<file path="config.mk">
export PLATFORM = sky130hd
export DESIGN_NAME = process_scheduler_policies
export DESIGN_NICKNAME = d
export VERILOG_FILES = /design/src/design/psp_pkg.sv /design/src/design/psp_ram.sv /design/src/design/process_scheduler_policies.sv
export VERILOG_INCLUDE_DIRS = /design/src /design/src/design
export SDC_FILE = /design/constraint.sdc
export NUM_CORES = 1
export LEC_CHECK = 0
export BUFFER_PORTS_ARGS = -buffer_cell sky130_fd_sc_hd__buf_2
export CAP_MARGIN = 10
export CORE_ASPECT_RATIO = 2
export CORE_MARGIN = 2
export CORE_UTILIZATION = 55
export CTS_BUF_LIST = sky130_fd_sc_hd__clkbuf_4
export DETAILED_ROUTE_END_ITERATION = 7
export PLACE_DENSITY = 0.83
export SLEW_MARGIN = 40
export SYNTH_ARGS = -nofsm -noshare
export SYNTH_HDL_FRONTEND = slang
export SYNTH_SLANG_ARGS = --single-unit
</file>
<file path="constraint.sdc">
create_clock -name clk -period 4.9 [get_ports clk]
set_clock_uncertainty 0.2 [all_clocks]
set_input_delay 0 -clock clk [delete_from_list [all_inputs] [get_ports clk]]
set_output_delay 0 -clock clk [all_outputs]
set_load 0.005 [all_outputs]
</file>
<file path="src/design/process_scheduler_policies_assert.svh">
// ----------------------------------------------------------------------------
// Assertion macros for the process scheduler
// Shared concurrent-check forms, clocked on clk and disabled during reset.
// ----------------------------------------------------------------------------
`ifndef PROCESS_SCHEDULER_POLICIES_ASSERT_SVH
`define PROCESS_SCHEDULER_POLICIES_ASSERT_SVH

// Same-cycle implication: cons must hold whenever ante holds.
`define PSP_ASSERT_NOW(lbl, ante, cons, msg) \
	lbl: assert property (@(posedge clk) disable iff (!arst_n) (ante) |-> (cons)) \
		else $error(msg);

// Next-cycle implication: cons must hold in the cycle after ante.
`define PSP_ASSERT_NEXT(lbl, ante, cons, msg) \
	lbl: assert property (@(posedge clk) disable iff (!arst_n) (ante) |=> (cons)) \
		else $error(msg);

`endif

</file>
<file path="src/design/psp_pkg.sv">
// ----------------------------------------------------------------------------
// psp_pkg
// Sizes, codes and helpers shared by the process scheduler modules.
// ----------------------------------------------------------------------------
package psp_pkg;

	localparam int SLOTS   = 16;
	localparam int SLOT_W  = $clog2(SLOTS);
	localparam int CNT_W   = $clog2(SLOTS + 1);
	localparam int TIME_W  = 24;
	localparam int QUANT_W = 16;
	localparam int QCNT_W  = $clog2(QUANT_W);
	localparam int POL_W   = 2;
	localparam int DATA_W  = 32;
	localparam int ADDR_W  = 3;

	localparam logic [QUANT_W-1:0] QUANTUM_RESET = 16'd500;

	localparam logic CMD_ARRIVE = 1'b0;
	localparam logic CMD_TICK   = 1'b1;

	localparam logic REG_POLICY  = 1'b0;
	localparam logic REG_QUANTUM = 1'b1;

	typedef enum logic [POL_W-1:0] {
		POL_FIFO = 2'd0,
		POL_RR   = 2'd1,
		POL_SJF  = 2'd2,
		POL_PSJF = 2'd3
	} policy_t;

	typedef enum logic [9:0] {
		ST_IDLE  = 10'b00_0000_0001,
		ST_MOD   = 10'b00_0000_0010,
		ST_DISP  = 10'b00_0000_0100,
		ST_SCAN  = 10'b00_0000_1000,
		ST_POP   = 10'b00_0001_0000,
		ST_PWAIT = 10'b00_0010_0000,
		ST_PCHK  = 10'b00_0100_0000,
		ST_RUN   = 10'b00_1000_0000,
		ST_RWAIT = 10'b01_0000_0000,
		ST_UPD   = 10'b10_0000_0000
	} state_t;

	// Advance a ring pointer, wrapping at the slot count.
	function automatic logic [SLOT_W-1:0] next_slot(input logic [SLOT_W-1:0] ptr);
		if (ptr == SLOT_W'(SLOTS - 1)) begin
			return '0;
		end
		return ptr + SLOT_W'(1);
	endfunction

endpackage

</file>
<file path="src/design/psp_ram.sv">
// ----------------------------------------------------------------------------
// psp_ram
// Generic single-write, single-read RAM with a registered read port.
// ----------------------------------------------------------------------------
module psp_ram #(
	parameter int WIDTH = 8,
	parameter int DEPTH = 16
) (
	input  logic                     clk,
	input  logic                     we,
	input  logic [$clog2(DEPTH)-1:0] waddr,
	input  logic [WIDTH-1:0]         wdata,
	input  logic [$clog2(DEPTH)-1:0] raddr,
	output logic [WIDTH-1:0]         rdata
);

	logic [WIDTH-1:0] mem [DEPTH];

	always_ff @(posedge clk) begin
		if (we) begin
			mem[waddr] <= wdata;
		end
		rdata <= mem[raddr];
	end

endmodule

</file>
<file path="src/design/process_scheduler_policies.sv">
// ----------------------------------------------------------------------------
// process_scheduler_policies
// Time-stepped job scheduler with FIFO, round robin, SJF and PSJF policies.
// ----------------------------------------------------------------------------
// Usage:
//   Commands enter on start/command/burst_length and transfer at a clock
//   edge with start high and busy low. Every command yields one result,
//   shown for one cycle with done high; the receiver cannot stall it.
//   An arrive stores the burst in the next slot and joins the round-robin
//   ring; busy stays low and the result follows in the next cycle.
//   A tick raises busy, picks a job, takes one unit off its remaining time
//   and reports it. Remaining times sit in a 16x24 RAM, the ring in a 16x4
//   RAM, both with a registered read port; one read per cycle sets the rate.
//   A tick passes through dispatch, then for FIFO/SJF/PSJF a scan of every
//   arrived slot, or a read of the running job when it is kept; a round-robin
//   rotation pops ring entries one at a time until a live one is found, and
//   when the ring runs dry the tick idles or the running job stays. Each
//   tick ends in the update state. A slice count at or above a freshly
//   lowered quantum first runs a bit-serial remainder before the pick.
//   The APB port sets policy (0x0) and quantum (0x4); write only while idle.
//   Reset empties the job table, selects FIFO and a quantum of 500; no
//   clearing pass is needed, busy is low right after reset.
// ----------------------------------------------------------------------------
`include "process_scheduler_policies_assert.svh"

module process_scheduler_policies (
	input  logic                                 clk,
	input  logic                                 arst_n,
	// command channel
	input  logic                                 start,
	output logic                                 busy,
	input  logic                                 command,
	input  logic [psp_pkg::TIME_W-1:0]           burst_length,
	// result channel
	output logic                                 done,
	output logic                                 status,
	output logic [psp_pkg::SLOT_W-1:0]           arrived_slot,
	output logic                                 run_valid,
	output logic [psp_pkg::SLOT_W-1:0]           run_slot,
	output logic                                 job_finished,
	output logic                                 context_switch,
	output logic [psp_pkg::CNT_W-1:0]            finished_total,
	// configuration port
	input  logic                                 psel,
	input  logic                                 penable,
	input  logic                                 pwrite,
	input  logic [psp_pkg::ADDR_W-1:0]           paddr,
	input  logic [psp_pkg::DATA_W-1:0]           pwdata,
	output logic [psp_pkg::DATA_W-1:0]           prdata,
	output logic                                 pready
);

	localparam int SW = psp_pkg::SLOT_W;
	localparam int CW = psp_pkg::CNT_W;
	localparam int TW = psp_pkg::TIME_W;
	localparam int QW = psp_pkg::QUANT_W;

	// configuration registers
	psp_pkg::policy_t policy_q;
	logic [QW-1:0]    quantum_q;
	logic [QW-1:0]    q_eff;
	logic             cfg_wr;

	// scheduler state
	psp_pkg::state_t  state_q;
	logic [CW-1:0]    arrived_q;
	logic [CW-1:0]    finished_q;
	logic [SW-1:0]    head_q;
	logic [SW-1:0]    tail_q;
	logic [CW-1:0]    ring_cnt_q;
	logic             run_vld_q;
	logic [SW-1:0]    run_slot_q;
	logic [QW-1:0]    slice_q;

	// per-tick working registers
	logic [QW-1:0]    rem_q;
	logic [QW-1:0]    div_q;
	logic [psp_pkg::QCNT_W-1:0] mod_cnt_q;
	logic [CW-1:0]    cnt_q;
	logic             sv_s1;
	logic [SW-1:0]    sidx_s1;
	logic             pick_vld_q;
	logic [SW-1:0]    pick_slot_q;
	logic [TW-1:0]    pick_val_q;
	logic [SW-1:0]    pe_q;

	// result registers
	logic             done_q;
	logic             status_q;
	logic [SW-1:0]    arr_slot_q;
	logic             res_run_q;
	logic [SW-1:0]    res_slot_q;
	logic             res_fin_q;
	logic             res_cs_q;
	logic [CW-1:0]    res_total_q;

	// RAM ports
	logic             rt_we;
	logic [SW-1:0]    rt_waddr;
	logic [TW-1:0]    rt_wdata;
	logic [SW-1:0]    rt_raddr;
	logic [TW-1:0]    rt_rdata;
	logic             rg_we;
	logic [SW-1:0]    rg_waddr;
	logic [SW-1:0]    rg_wdata;
	logic [SW-1:0]    rg_rdata;

	// decode
	logic             accept;
	logic             arrive_go;
	logic             arr_ok;
	logic             ring_room;
	logic [QW:0]      mod_t;
	logic             mod_ge;
	logic [QW-1:0]    mod_next;
	logic             scan_issue;
	logic             scan_take;
	logic             pop_live;
	logic             upd_run;
	logic [TW-1:0]    upd_val;
	logic             upd_fin;
	logic             upd_same;
	logic [QW-1:0]    slice_inc;
	logic [QW-1:0]    slice_first;
	logic             push_rot;

	assign busy   = (state_q != psp_pkg::ST_IDLE);
	assign accept = start && !busy;
	assign pready = 1'b1;
	assign cfg_wr = psel && penable && pwrite && pready;
	assign q_eff  = (quantum_q == '0) ? QW'(1) : quantum_q;

	always_comb begin
		if (paddr[2] == psp_pkg::REG_QUANTUM) begin
			prdata = psp_pkg::DATA_W'(quantum_q);
		end else begin
			prdata = psp_pkg::DATA_W'(policy_q);
		end
	end

	assign arr_ok    = (arrived_q < CW'(psp_pkg::SLOTS));
	assign ring_room = (ring_cnt_q < CW'(psp_pkg::SLOTS));
	assign arrive_go = accept && (command == psp_pkg::CMD_ARRIVE) && arr_ok;

	// one bit of restoring remainder per cycle
	assign mod_t    = {rem_q, div_q[QW-1]};
	assign mod_ge   = (mod_t >= {1'b0, q_eff});
	assign mod_next = mod_ge ? QW'(mod_t - {1'b0, q_eff}) : mod_t[QW-1:0];

	// linear scan: first live slot for FIFO, strict minimum otherwise
	assign scan_issue = (cnt_q < arrived_q);
	assign scan_take  = sv_s1 && (rt_rdata != '0) &&
		(!pick_vld_q || (policy_q != psp_pkg::POL_FIFO && rt_rdata < pick_val_q));

	assign pop_live = (CW'(pe_q) < arrived_q) && (rt_rdata != '0);
	assign push_rot = (state_q == psp_pkg::ST_PCHK) && pop_live && run_vld_q && ring_room;

	assign upd_run     = pick_vld_q && (pick_val_q != '0);
	assign upd_val     = pick_val_q - TW'(1);
	assign upd_fin     = (upd_val == '0);
	assign upd_same    = run_vld_q && (pick_slot_q == run_slot_q);
	assign slice_inc   = ({1'b0, rem_q} + (QW+1)'(1) == {1'b0, q_eff}) ? '0 : rem_q + QW'(1);
	assign slice_first = (q_eff == QW'(1)) ? '0 : QW'(1);

	// remaining-time RAM: write on arrival or on the tick update
	always_comb begin
		rt_we    = 1'b0;
		rt_waddr = pick_slot_q;
		rt_wdata = upd_val;
		if (arrive_go) begin
			rt_we    = 1'b1;
			rt_waddr = arrived_q[SW-1:0];
			rt_wdata = (burst_length == '0) ? TW'(1) : burst_length;
		end else if (state_q == psp_pkg::ST_UPD) begin
			rt_we = upd_run;
		end
	end

	always_comb begin
		case (state_q)
			psp_pkg::ST_SCAN:  rt_raddr = cnt_q[SW-1:0];
			psp_pkg::ST_PWAIT: rt_raddr = rg_rdata;
			default:           rt_raddr = run_slot_q;
		endcase
	end

	// ring RAM: append the new slot or the rotated-out job at the tail
	always_comb begin
		rg_we    = 1'b0;
		rg_waddr = tail_q;
		rg_wdata = run_slot_q;
		if (arrive_go) begin
			rg_we    = ring_room;
			rg_wdata = arrived_q[SW-1:0];
		end else if (push_rot) begin
			rg_we = 1'b1;
		end
	end

	psp_ram #(.WIDTH(TW), .DEPTH(psp_pkg::SLOTS)) u_time_ram (
		.clk   (clk),
		.we    (rt_we),
		.waddr (rt_waddr),
		.wdata (rt_wdata),
		.raddr (rt_raddr),
		.rdata (rt_rdata)
	);

	psp_ram #(.WIDTH(SW), .DEPTH(psp_pkg::SLOTS)) u_ring_ram (
		.clk   (clk),
		.we    (rg_we),
		.waddr (rg_waddr),
		.wdata (rg_wdata),
		.raddr (head_q),
		.rdata (rg_rdata)
	);

	// configuration registers
	always_ff @(posedge clk or negedge arst_n) begin
		if (!arst_n) begin
			policy_q  <= psp_pkg::POL_FIFO;
			quantum_q <= psp_pkg::QUANTUM_RESET;
		end else if (cfg_wr) begin
			if (paddr[2] == psp_pkg::REG_QUANTUM) begin
				quantum_q <= pwdata[QW-1:0];
			end else begin
				policy_q <= psp_pkg::policy_t'(pwdata[psp_pkg::POL_W-1:0]);
			end
		end
	end

	// sequencer
	always_ff @(posedge clk or negedge arst_n) begin
		if (!arst_n) begin
			state_q     <= psp_pkg::ST_IDLE;
			arrived_q   <= '0;
			finished_q  <= '0;
			head_q      <= '0;
			tail_q      <= '0;
			ring_cnt_q  <= '0;
			run_vld_q   <= 1'b0;
			run_slot_q  <= '0;
			slice_q     <= '0;
			rem_q       <= '0;
			div_q       <= '0;
			mod_cnt_q   <= '0;
			cnt_q       <= '0;
			sv_s1       <= 1'b0;
			sidx_s1     <= '0;
			pick_vld_q  <= 1'b0;
			pick_slot_q <= '0;
			pick_val_q  <= '0;
			pe_q        <= '0;
			done_q      <= 1'b0;
			status_q    <= 1'b0;
			arr_slot_q  <= '0;
			res_run_q   <= 1'b0;
			res_slot_q  <= '0;
			res_fin_q   <= 1'b0;
			res_cs_q    <= 1'b0;
			res_total_q <= '0;
		end else begin
			// strobe a result after an arrival transfer or at the end of a tick
			done_q <= (accept && command == psp_pkg::CMD_ARRIVE) ||
				(state_q == psp_pkg::ST_UPD);

			// ring tail moves on arrival or on a rotation push
			if ((arrive_go && ring_room) || push_rot) begin
				tail_q     <= psp_pkg::next_slot(tail_q);
				ring_cnt_q <= ring_cnt_q + CW'(1);
			end

			case (state_q)
				psp_pkg::ST_IDLE: begin
					if (accept && command == psp_pkg::CMD_ARRIVE) begin
						// answer an arrival in the next cycle
						status_q    <= !arr_ok;
						arr_slot_q  <= arr_ok ? arrived_q[SW-1:0] : '0;
						res_run_q   <= 1'b0;
						res_slot_q  <= '0;
						res_fin_q   <= 1'b0;
						res_cs_q    <= 1'b0;
						res_total_q <= finished_q;
						if (arr_ok) begin
							arrived_q <= arrived_q + CW'(1);
						end
					end else if (accept) begin
						pick_vld_q <= 1'b0;
						if (run_vld_q && slice_q >= q_eff) begin
							// reduce the slice count under a lowered quantum
							rem_q     <= '0;
							div_q     <= slice_q;
							mod_cnt_q <= psp_pkg::QCNT_W'(QW - 1);
							state_q   <= psp_pkg::ST_MOD;
						end else begin
							rem_q   <= slice_q;
							state_q <= psp_pkg::ST_DISP;
						end
					end
				end

				psp_pkg::ST_MOD: begin
					rem_q     <= mod_next;
					div_q     <= {div_q[QW-2:0], 1'b0};
					mod_cnt_q <= mod_cnt_q - psp_pkg::QCNT_W'(1);
					if (mod_cnt_q == '0) begin
						state_q <= psp_pkg::ST_DISP;
					end
				end

				psp_pkg::ST_DISP: begin
					cnt_q <= '0;
					sv_s1 <= 1'b0;
					case (policy_q)
						psp_pkg::POL_FIFO,
						psp_pkg::POL_SJF: begin
							state_q <= run_vld_q ? psp_pkg::ST_RUN : psp_pkg::ST_SCAN;
						end
						psp_pkg::POL_RR: begin
							// keep the job inside its slice, else rotate
							if (run_vld_q && rem_q != '0) begin
								state_q <= psp_pkg::ST_RUN;
							end else begin
								state_q <= psp_pkg::ST_POP;
							end
						end
						default: begin
							state_q <= psp_pkg::ST_SCAN;
						end
					endcase
				end

				psp_pkg::ST_SCAN: begin
					sv_s1   <= scan_issue;
					sidx_s1 <= cnt_q[SW-1:0];
					if (scan_issue) begin
						cnt_q <= cnt_q + CW'(1);
					end
					if (scan_take) begin
						pick_vld_q  <= 1'b1;
						pick_slot_q <= sidx_s1;
						pick_val_q  <= rt_rdata;
					end
					if (!scan_issue && !sv_s1) begin
						state_q <= psp_pkg::ST_UPD;
					end
				end

				psp_pkg::ST_POP: begin
					if (ring_cnt_q == '0) begin
						// nothing live: a rotating job stays, else idle
						state_q <= run_vld_q ? psp_pkg::ST_RUN : psp_pkg::ST_UPD;
					end else begin
						head_q     <= psp_pkg::next_slot(head_q);
						ring_cnt_q <= ring_cnt_q - CW'(1);
						state_q    <= psp_pkg::ST_PWAIT;
					end
				end

				psp_pkg::ST_PWAIT: begin
					pe_q    <= rg_rdata;
					state_q <= psp_pkg::ST_PCHK;
				end

				psp_pkg::ST_PCHK: begin
					if (pop_live) begin
						pick_vld_q  <= 1'b1;
						pick_slot_q <= pe_q;
						pick_val_q  <= rt_rdata;
						state_q     <= psp_pkg::ST_UPD;
					end else begin
						// drop a finished entry and try the next
						state_q <= psp_pkg::ST_POP;
					end
				end

				psp_pkg::ST_RUN: begin
					state_q <= psp_pkg::ST_RWAIT;
				end

				psp_pkg::ST_RWAIT: begin
					pick_vld_q  <= 1'b1;
					pick_slot_q <= run_slot_q;
					pick_val_q  <= rt_rdata;
					state_q     <= psp_pkg::ST_UPD;
				end

				psp_pkg::ST_UPD: begin
					status_q   <= 1'b0;
					arr_slot_q <= '0;
					res_run_q  <= upd_run;
					res_slot_q <= upd_run ? pick_slot_q : '0;
					res_fin_q  <= upd_run && upd_fin;
					res_cs_q   <= upd_run && run_vld_q && !upd_same;
					if (upd_run) begin
						slice_q <= upd_same ? slice_inc : slice_first;
						if (upd_fin) begin
							finished_q  <= finished_q + CW'(1);
							res_total_q <= finished_q + CW'(1);
							run_vld_q   <= 1'b0;
							run_slot_q  <= '0;
						end else begin
							res_total_q <= finished_q;
							run_vld_q   <= 1'b1;
							run_slot_q  <= pick_slot_q;
						end
					end else begin
						res_total_q <= finished_q;
						run_vld_q   <= 1'b0;
						run_slot_q  <= '0;
						slice_q     <= '0;
					end
					state_q <= psp_pkg::ST_IDLE;
				end

				default: begin
					state_q <= psp_pkg::ST_IDLE;
				end
			endcase
		end
	end

	assign done           = done_q;
	assign status         = status_q;
	assign arrived_slot   = arr_slot_q;
	assign run_valid      = res_run_q;
	assign run_slot       = res_slot_q;
	assign job_finished   = res_fin_q;
	assign context_switch = res_cs_q;
	assign finished_total = res_total_q;

	// checks
	`PSP_ASSERT_NOW(a_done_idle, done, !busy, "result shown while a tick is still at work")
	`PSP_ASSERT_NEXT(a_tick_busy, accept && command == psp_pkg::CMD_TICK, busy, "tick left busy low")
	`PSP_ASSERT_NOW(a_fin_le_arr, 1'b1, finished_q <= arrived_q, "more jobs finished than arrived")
	`PSP_ASSERT_NOW(a_ring_bound, 1'b1, ring_cnt_q <= CW'(psp_pkg::SLOTS), "ready ring count overflow")
	`PSP_ASSERT_NOW(a_run_slot, run_vld_q, CW'(run_slot_q) < arrived_q, "running slot never arrived")

endmodule
</file>
# Yosys cells after proc, flatten, opt, wreduce, memory -nomap -nowiden
# Memories as Yosys holds them, arrays and structs flattened. A register that Yosys moved wholly into a read port is not among the register bits.
# Cells that the tools add are included.
[op_classes]
n_addsub = 12
n_lt_le_gt_ge = 7
n_eq_ne = 27
muxes = 90
bitwise_logic = 3
reduce_logical = 57
[op_table]
columns = ["cell", "count"]
rows = [
  ["$mux 16", 12],
  ["$mux 24", 4],
  ["$pmux 10 s9", 1],
  ["$pmux 24 s3", 1],
  ["$mux 10", 7],
  ["$mux 4", 17],
  ["$pmux 16 s2", 2],
  ["$logic_not 24->1", 2],
  ["$reduce_bool 24->1", 2],
  ["$mux 5", 7],
  ["$pmux 4 s2", 4],
  ["$lt 24x24->1", 1],
  ["$sub 24x1->24 const B", 1],
  ["$mux 1", 22],
  ["$logic_and 1x1->1", 21],
  ["$add 5x1->5 const B", 4],
  ["$pmux 5 s2", 2],
  ["$ne 2x2->1 const B", 9],
  ["$add 16x1->17 const B", 1],
  ["$eq 17x16->1", 1],
  ["$ge 17x16->1", 1],
  ["$add 16x1->16 const B", 1],
  ["$eq 16x1->1 const B", 1],
  ["$ge 16x16->1", 1],
  ["other kinds (44)", 71],
]
[totals]
register_bits = 169
ramBits = 448
inputBits = 66
out_inout_bits = 52
word_cells = 227
mem_count = 2
[memory_table]
columns = ["name", "words", "width", "rd", "rd_ports_with_merged_regs", "write_ports", "line_no", "rtl"]
rows = [
  ["u_time_ram.mem", 16, 24, 1, 1, 1, "psp_ram.sv:17", "logic [WIDTH-1:0] mem [DEPTH];"],
  ["u_ring_ram.mem", 16, 4, 1, 1, 1, "psp_ram.sv:17", ""],
]

# Longest topological paths before layout
# Gate-level depths: netlist of run 1.
[logic_depth]
word_depth = 10
depth_mapped = 14
depth_no_buf = 13

# Cells and area by module
# A second synthesis of run 1 with hierarchy kept.
[unflattened]
hier_cells = 2253
area_unflattened_um2 = 30246.5
[modules_own_cells]
columns = ["mod", "instances", "cells_per_inst", "area_per_inst_um2", "seq_area_each_um2"]
rows = [
  ["psp_ram at u_time_ram", 1, 636, 14930.6, 12011.5],
  ["process_scheduler_policies", 1, 1487, 12649.6, 4237.8],
  ["psp_ram at u_ring_ram", 1, 130, 2666.3, 2001.9],
]

# Worst setup path after synthesis of run 1
# OpenSTA, ideal clock, no wires.
[synth_path]
path_kind = "reg-to-reg"
startpoint = "register state_q[2]"
endpoint = "memory u_time_ram.mem[8][0] (netlist name) (enable)"
arrival_ns = 3.311
required_time_ns = 4.295
path_slack_ns = 0.985
stages_incl_launch_ff = 10
path_buffers = 2
synth_period_minus_slack_ns = 3.915
path_cell_list = "dfrtp_1 -> nor4_2 -> nand3_1 -> nor2_1 -> nand3b_1 -> clkbuf_1 -> nor2_1 -> clkbuf_1 -> a31oi_1 -> nor2_1"
[synth_via]
elab_chain_len = 8
word_cells_on_any_way = 11
classes_between = "2 x eq/ne; 5 x mux; 4 x reduce/logical"
[synth_rtl]
columns = ["item", "line_no", "rtl"]
rows = [
  ["from (decl)", "process_scheduler_policies.sv:65", "psp_pkg::state_t state_q;"],
  ["from (signal assigned)", "process_scheduler_policies.sv:235", "state_q <= psp_pkg::ST_IDLE;"],
  ["from (signal assigned)", "process_scheduler_policies.sv:294", "state_q <= psp_pkg::ST_MOD;"],
  ["from (signal assigned)", "process_scheduler_policies.sv:297", "state_q <= psp_pkg::ST_DISP;"],
  ["$ne 10x1->1", "process_scheduler_policies.sv:127", "assign busy = (state_q != psp_pkg::ST_IDLE);"],
  ["$logic_not 1->1", "process_scheduler_policies.sv:128", "assign accept = start && !busy;"],
  ["$logic_and 1x1->1", "process_scheduler_policies.sv:128", ""],
  ["$logic_and 1x1->1 (2 in series)", "process_scheduler_policies.sv:143", "assign arrive_go = accept && (command == psp_pkg::CMD_ARRIVE) && arr_ok;"],
  ["$mux 1", "process_scheduler_policies.sv:170", "if (arrive_go) begin"],
  ["$mux 1", "psp_ram.sv:20", "if (we) begin"],
  ["$mux 1 (implied by the code)", "psp_ram.sv:21", "mem[waddr] <= wdata;"],
  ["to (decl)", "psp_ram.sv:17", ""],
]
# Parallel ways exist; a longest one is shown, timed or not.

# Worst setup path after layout of run 1
[layout_path]
startpoint = "register state_q[2]"
endpoint = "memory u_time_ram.mem[10][0] (netlist name) (enable)"
# The elaborated chain is that of the path after synthesis.

==> results of run 1 <==
cell type report:
cell class	instances	area, um^2
fillers	4005	20100
flip-flops and latches	645	18300
multi-input cells	1496	11600
repair buffers	238	1900
clock buffers	211	1580
well taps	744	931
clock inverters	45	415
inverters	73	274
diodes	1	2.50
layer usage:
layer  part of all wire  up-vias  GRT usage
li1                   -     9304          -
met4              0.079        6      0.220
met1               0.34    10200      0.288
met5            0.00048        -          0
met2               0.53      977      0.513
met3              0.055      363     0.0482
where the power goes:
group | total [mW] | leakage [nW] | switching, mW | internal (mW)
registers | 8.92 | 6.62 | 0.365 | 8.55
clock network | 4.46 | 1.16 | 2.09 | 2.37
logic | 6.54 | 5.22 | 4.45 | 2.10
flip-flops by register name, indices dropped and copies added, names as in the netlist, 5 cells and up:
name              flops
rem_q                16
state_q              10
u_time_ram.rdata     24
ring_cnt_q            5
finished_total        5
slice_q              16
quantum_q            16
pick_val_q           24
u_time_ram.mem      384
finished_q            5
u_ring_ram.mem       64
div_q                16
cnt_q                 5
arrived_q             5
synth_stat cells (8+ instances only):
cell type	count
edfxtp_1	448
mux2i_1	390
nand2_1	180
dfrtp_1	162
nor2_1	108
o21ai_0	88
ha_1	77
inv_1	73
mux2_2	62
xnor2_1	54
a21oi_1	52
clkbuf_1	51
nand3_1	47
nor3_1	46
buf_4	34
and2_1	32
buf_2	32
nand4_1	30
dfxtp_1	28
nor4_1	28
a22oi_1	23
nand2b_1	15
and3_1	14
xor2_1	14
a31oi_1	13
nor2b_1	13
nor3b_1	12
or4_1	10
a221oi_1	9
a22o_1	9
buf_1	9
o21ai_1	9
a211oi_1	8
mux4_2	8
how the worst max path moves through the flow:
stage / start / endpoint / slack (ns) / cells past startpoint
6_report: state_q[2]$_DFFE_PN0P_ / u_time_ram.mem[10][0]$_DFFE_PP_ / 0.54 / 9
5_1_grt: state_q[2]$_DFFE_PN0P_ / u_time_ram.mem[9][0]$_DFFE_PP_ / 0.31 / 9
4_1_cts: state_q[2]$_DFFE_PN0P_ / u_time_ram.mem[9][2]$_DFFE_PP_ / 0.61 / 9
3_5_place_dp: state_q[2]$_DFFE_PN0P_ / u_time_ram.mem[9][2]$_DFFE_PP_ / 0.73 / 9
3_3_place_gp: state_q[2]$_DFFE_PN0P_ / u_time_ram.mem[9][0]$_DFFE_PP_ / 0.93 / 9
2_1_floorplan: state_q[2]$_DFFE_PN0P_ / u_time_ram.mem[8][0]$_DFFE_PP_ / 0.98 / 9
kinds of logic after synthesis:
kind of cell / after synthesis / share of synthesized area
buffers and inverters: 202 / 0.0307
AOI/OAI and AO/OA: 294 / 0.0635
other: 2 / 0.000246
adders and majority gates: 78 / 0.0323
muxes: 460 / 0.157
DFF: 645 / 0.599
xor gates and xnor gates: 70 / 0.0210
and+or+nand+nor: 577 / 0.0966
critical path: cells and delay by family (launching register included):
| kind | cells | cell delay [ns] |
|---|---|---|
| AO/OA/AOI/OAI | 1 | 0.21 |
| AND/OR/NAND/NOR | 7 | 2.56 |
| flip-flops | 1 | 0.45 |
| buffers and inverters | 1 | 0.46 |
through the flow:
step / hold slack, ns / utilization / power, mW / cell area [um^2] / std cells
3_5_place_dp: -0.140 / 0.581 / 15.2 / 32000 / 3105
2_1_floorplan: -0.496 / - / 12.8 / 30500 / 2343
6_report: 0.0155 / 0.635 / 19.9 / 35000 / 3453
5_1_grt: 0.0175 / 0.635 / 20.8 / 35000 / 3453
3_3_place_gp: -0.135 / 0.580 / 14.9 / 32000 / 3104
4_1_cts: 0.00324 / 0.634 / 19.8 / 34900 / 3450
repair_timing:
action	in CTS	in global routing
hold endpoints to repair	601	15
buffers inserted	0	0
resized for setup	0	0
hold buffers	89	2
==> impl_metrics.ini, run 1 <==
[die]
die_h_um = 337
num_io_pins = 118
row_count = 122
die_x_um = 170
core_area_um2 = 55100
initial_core_util = 0.553
die_area_um2 = 57400

[cells_and_area]
final_cell_mix = edfxtp_1, mux2i_1, clkbuf_4, nand2_1, dfrtp_1
fin_nets = 2738
syn_to_final_growth_pct = 14.7
final_common_cell = edfxtp_1
drive_above_1_share = 0.192

[worst_setup_path]
r2r_end = u_time_ram.mem[10][0]$_DFFE_PP_
reg2reg_setup_slack_ns = 0.54
end_kind = flip-flop
critPathKind = flip-flop to flip-flop
path_cells = nor4_2 > nand3_1 > nor2_1 > nand3b_1 > nor2_4 > a22o_1 > nand2_1 > nor2_4 > buf_4
path_common_cell = nor2_4
critPathLaunchType = flip-flop
rr_startpoint = state_q[2]$_DFFE_PN0P_
cp_max_fo = 24
crit_required_ns = 5.19
slowest_stage = nand3b_1
arrival_ns = 4.65
critPathMaxStageDelay_ns = 0.53
rr_worst_depth = 9

[clock_network]
cts_max_level = 4
clk_pin_slew_ns = 0.07
cts_root_buffer = clkbuf_4
cts_buffers = 140
cts_tree = yes
clk_path_buf_depth = 3
clkLatencyLatePin_ns = 0.93
cts_sinks = 645

[timing]
hold_viol = 0
fin_crit_ns = 4.36
worstMarginPinSlew_ns = 0.925
period_share = 0.891
fin_ws_ns = 0.536
fmax_mhz = 229
rsz0062_at_grt = false
slew_headroom = 0.377
fin_setup_tns_ns = 0
final_max_slew_viol_count = 0
finalSetupViolations = 0

[synth]
syn-cell-area_um2 = 30500
synth-edff-count = 448
synth-main-ff-cell = edfxtp_1
ys_seq_area_frac = 0.599
ys_warn_count = 0
yosys-top-cells-area = edfxtp_1, dfrtp_1, mux2i_1, ha_1, mux2_2
async_flop_share = 0.262
ys_ff_latch = 645
ys_types = 89
syn_inst = 2328
synth_top_area_frac = 0.441
avgSynthCellArea_um2 = 13.1
yosysTopAreaCell = edfxtp_1

[route]
num_vias = 20900
first_pass_iters = 7
ant_nets = 0
wl_per_cell_um = 23.3
routed_wl_um = 80600
drc = 0
viasPerCell = 6.04
drt_iter0_markers = 1674

[place]
gp_congestion = 1.01
hpwl_um = 53000
place_ws_ns = 0.730
portBuffers = 82

[global_routing]
grt_max_degree = 69
grt_pass1_wl_um = 122000
grt_usage = 0.284
antenna_found_initial = 4
overflow = 0
grt_pass1_vias = 21800

[worst_hold_path]
hold_end = u_time_ram.mem[12][10]$_DFFE_PP_
hp-start = burst_length[10]
hp-class = primary input to flip-flop
hold_path_depth = 4

[pwr]
p_leak_nw = 13.0
p_per_area_nw_per_um2 = 570
vdd_drop_max_v = 0.000665

[flow_run]
drv_cap = 0

[outcome]
status = complete, no violations
Note: power is estimated with default switching activity, not from simulation.
==> inputs of run 2 (changes only) <==
--- a/config.mk
+++ b/config.mk
@@ -14,7 +14,7 @@
 export CTS_BUF_LIST = sky130_fd_sc_hd__clkbuf_4
 export DETAILED_ROUTE_END_ITERATION = 7
 export PLACE_DENSITY = 0.83
-export SLEW_MARGIN = 40
+export RECOVER_POWER = 25
 export SYNTH_ARGS = -nofsm -noshare
 export SYNTH_HDL_FRONTEND = slang
 export SYNTH_SLANG_ARGS = --single-unit
==> run 2 against run 1 <==
  * The run now ends with max-capacitance violations, max-slew violations left
  * Cell area fell by 1.0%
  * Hold slack better by 0.11 ns
  * Maximum frequency decreased by 2.8%
  * Sequential power about the same
  * Register-to-register slack lost 0.12 ns
==> impl_metrics.ini, run 2 (synthesis gave the netlist of run 1 again) <==
[global_routing]
overflow = 0
antenna_found_initial = 3
grt_pass1_wl_um = 121000
grt_max_degree = 69
grt_usage = 0.281
grt_pass1_vias = 21700

[route]
first_pass_iters = 6
ant_nets = 0
wl_met3_um = 4530
wirelength_met1_um = 26800
num_vias = 20900
routed_wl_um = 79700
wl_per_cell_um = 23.1
viasPerCell = 6.05
wl_met2_um = 41600
drt_iter0_markers = 1720
drc = 0
top_layer = met4

[pwr]
p_per_area_nw_per_um2 = 566
vdd_drop_max_v = 0.000665
p_leak_nw = 12.8

[clock_network]
postCtsSetupRepairBufs = 0
cts_root_buffer = clkbuf_4
clk_path_buf_depth = 3
cts_tree = yes
cts_max_level = 4
cts_buffers = 139
clk_pin_slew_ns = 0.07
cts_sinks = 645
clkLatencyLatePin_ns = 0.88

[die]
die_x_um = 170
num_io_pins = 118
initial_core_util = 0.553
core_area_um2 = 55100
row_count = 122
die_area_um2 = 57400
die_h_um = 337

[worst_setup_path]
arrival_ns = 5.00
critPathLaunchType = flip-flop
critPathMaxStageDelay_ns = 1.00
path_cells = or4_1 > nor2_1 > nand3b_1 > inv_1 > nand2_1 > nand3_4 > clkbuf_4 > mux2i_1 > mux2i_1 > mux2i_1
cp-startpoint = state_q[2]$_DFFE_PN0P_
rr_worst_depth = 10
cp_max_fo = 68
critPathKind = flip-flop to flip-flop
path_common_cell = mux2i_1
end_kind = flip-flop
crit_required_ns = 5.41
r2r_end = u_time_ram.rdata[8]$_DFF_P_
rr_startpoint = state_q[2]$_DFFE_PN0P_
reg2reg_setup_slack_ns = 0.41
slowest_stage = clkbuf_4

[outcome]
status = finished with violations
violations = max-capacitance violations, max-slew violations

[cells_and_area]
largestRegisters = u_time_ram.mem: 384 flops, u_ring_ram.mem: 64 flops
syn_to_final_growth_pct = 13.6
final_cell_mix = edfxtp_1, mux2i_1, clkbuf_4, nand2_1, dfrtp_1
largest_register = u_time_ram.mem
final_util = 0.628
largest_reg_flops = 384
fin_nets = 2736
drive_above_1_share = 0.167
final_common_cell = edfxtp_1

[timing]
hold_viol = 0
fin_setup_tns_ns = 0
worstMarginPinSlew_ns = 3.41
fin_crit_ns = 4.49
slew_headroom = -1.27
rsz0062_at_grt = false
final_max_slew_viol_count = 179
fin_ws_ns = 0.413
fmax_mhz = 223
period_share = 0.916
finalSetupViolations = 0

[worst_hold_path]
hp-class = primary input to flip-flop
hold_path_depth = 5
hp-start = burst_length[17]
hold_end = u_time_ram.mem[6][17]$_DFFE_PP_

[place]
place_ws_ns = 0.731
gp_congestion = 1.01
hpwl_um = 53000
portBuffers = 82

[flow_run]
drv_cap = 4
## run 2: stage by stage
stage / cell area [um^2] / hold WS [ns] / total power [mW] / instances
final: 34600 / 0.129 / 19.6 / 3454
after global routing: 34600 / 0.0986 / 20.4 / 3454
after CTS: 34700 / 0.0185 / 19.6 / 3448
after detailed placement: 32000 / -0.135 / 15.2 / 3104
after global placement: 32000 / -0.135 / 14.9 / 3104
after floorplan: 30500 / -0.496 / 12.8 / 2343
## run 2: worst max path at each step
stage	to	slack, ns	cells after the start
2_1_floorplan	u_time_ram.mem[8][0]$_DFFE_PP_	0.98	9
3_3_place_gp	u_time_ram.mem[9][0]$_DFFE_PP_	0.93	9
3_5_place_dp	u_time_ram.mem[4][10]$_DFFE_PP_	0.73	7
4_1_cts	u_time_ram.mem[9][12]$_DFFE_PP_	0.68	9
5_1_grt	u_time_ram.rdata[8]$_DFF_P_	0.24	10
6_report	u_time_ram.rdata[8]$_DFF_P_	0.41	10
## run 2: per-layer routing
metal  GRT usage  vias to the layer above
li1            -                     9315
met1       0.281                    10200
met2       0.504                     1004
met3      0.0512                      374
met4       0.224                        0
met5           0                        -
## run 2: layout make-up
class                      instances  area, um^2
fill                            4038       20500
sequential                       645       18300
multi-input combinational       1496       11500
timing repair buffer             237        1780
clock buffer                     188        1410
tap                              744         931
clock inverter                    68         464
inverter                          73         274
antenna                            3        7.51
## run 2: critical path: cells and delay by family, from the launching register on
| kind | cells | cell delay [ns] |
|---|---|---|
| AND/OR/NAND/NOR | 5 | 1.51 |
| buffers and inverters | 2 | 1.25 |
| multiplexers | 3 | 0.79 |
| flip-flops | 1 | 0.43 |
## run 2: what timing repair did
item,4_1_cts,5_1_grt
hold buffers,88,1
resized for setup,0,0
endpoints found under the hold margin,590,3
setup endpoints to repair,0,0
## run 2: power breakdown
group	switching (mW)	internal, mW	leakage, nW	total, mW
registers	0.361	8.57	6.62	8.93
clock network	2.10	2.14	1.09	4.24
logic	4.43	1.99	5.08	6.42
total	6.89	12.7	12.8	19.6
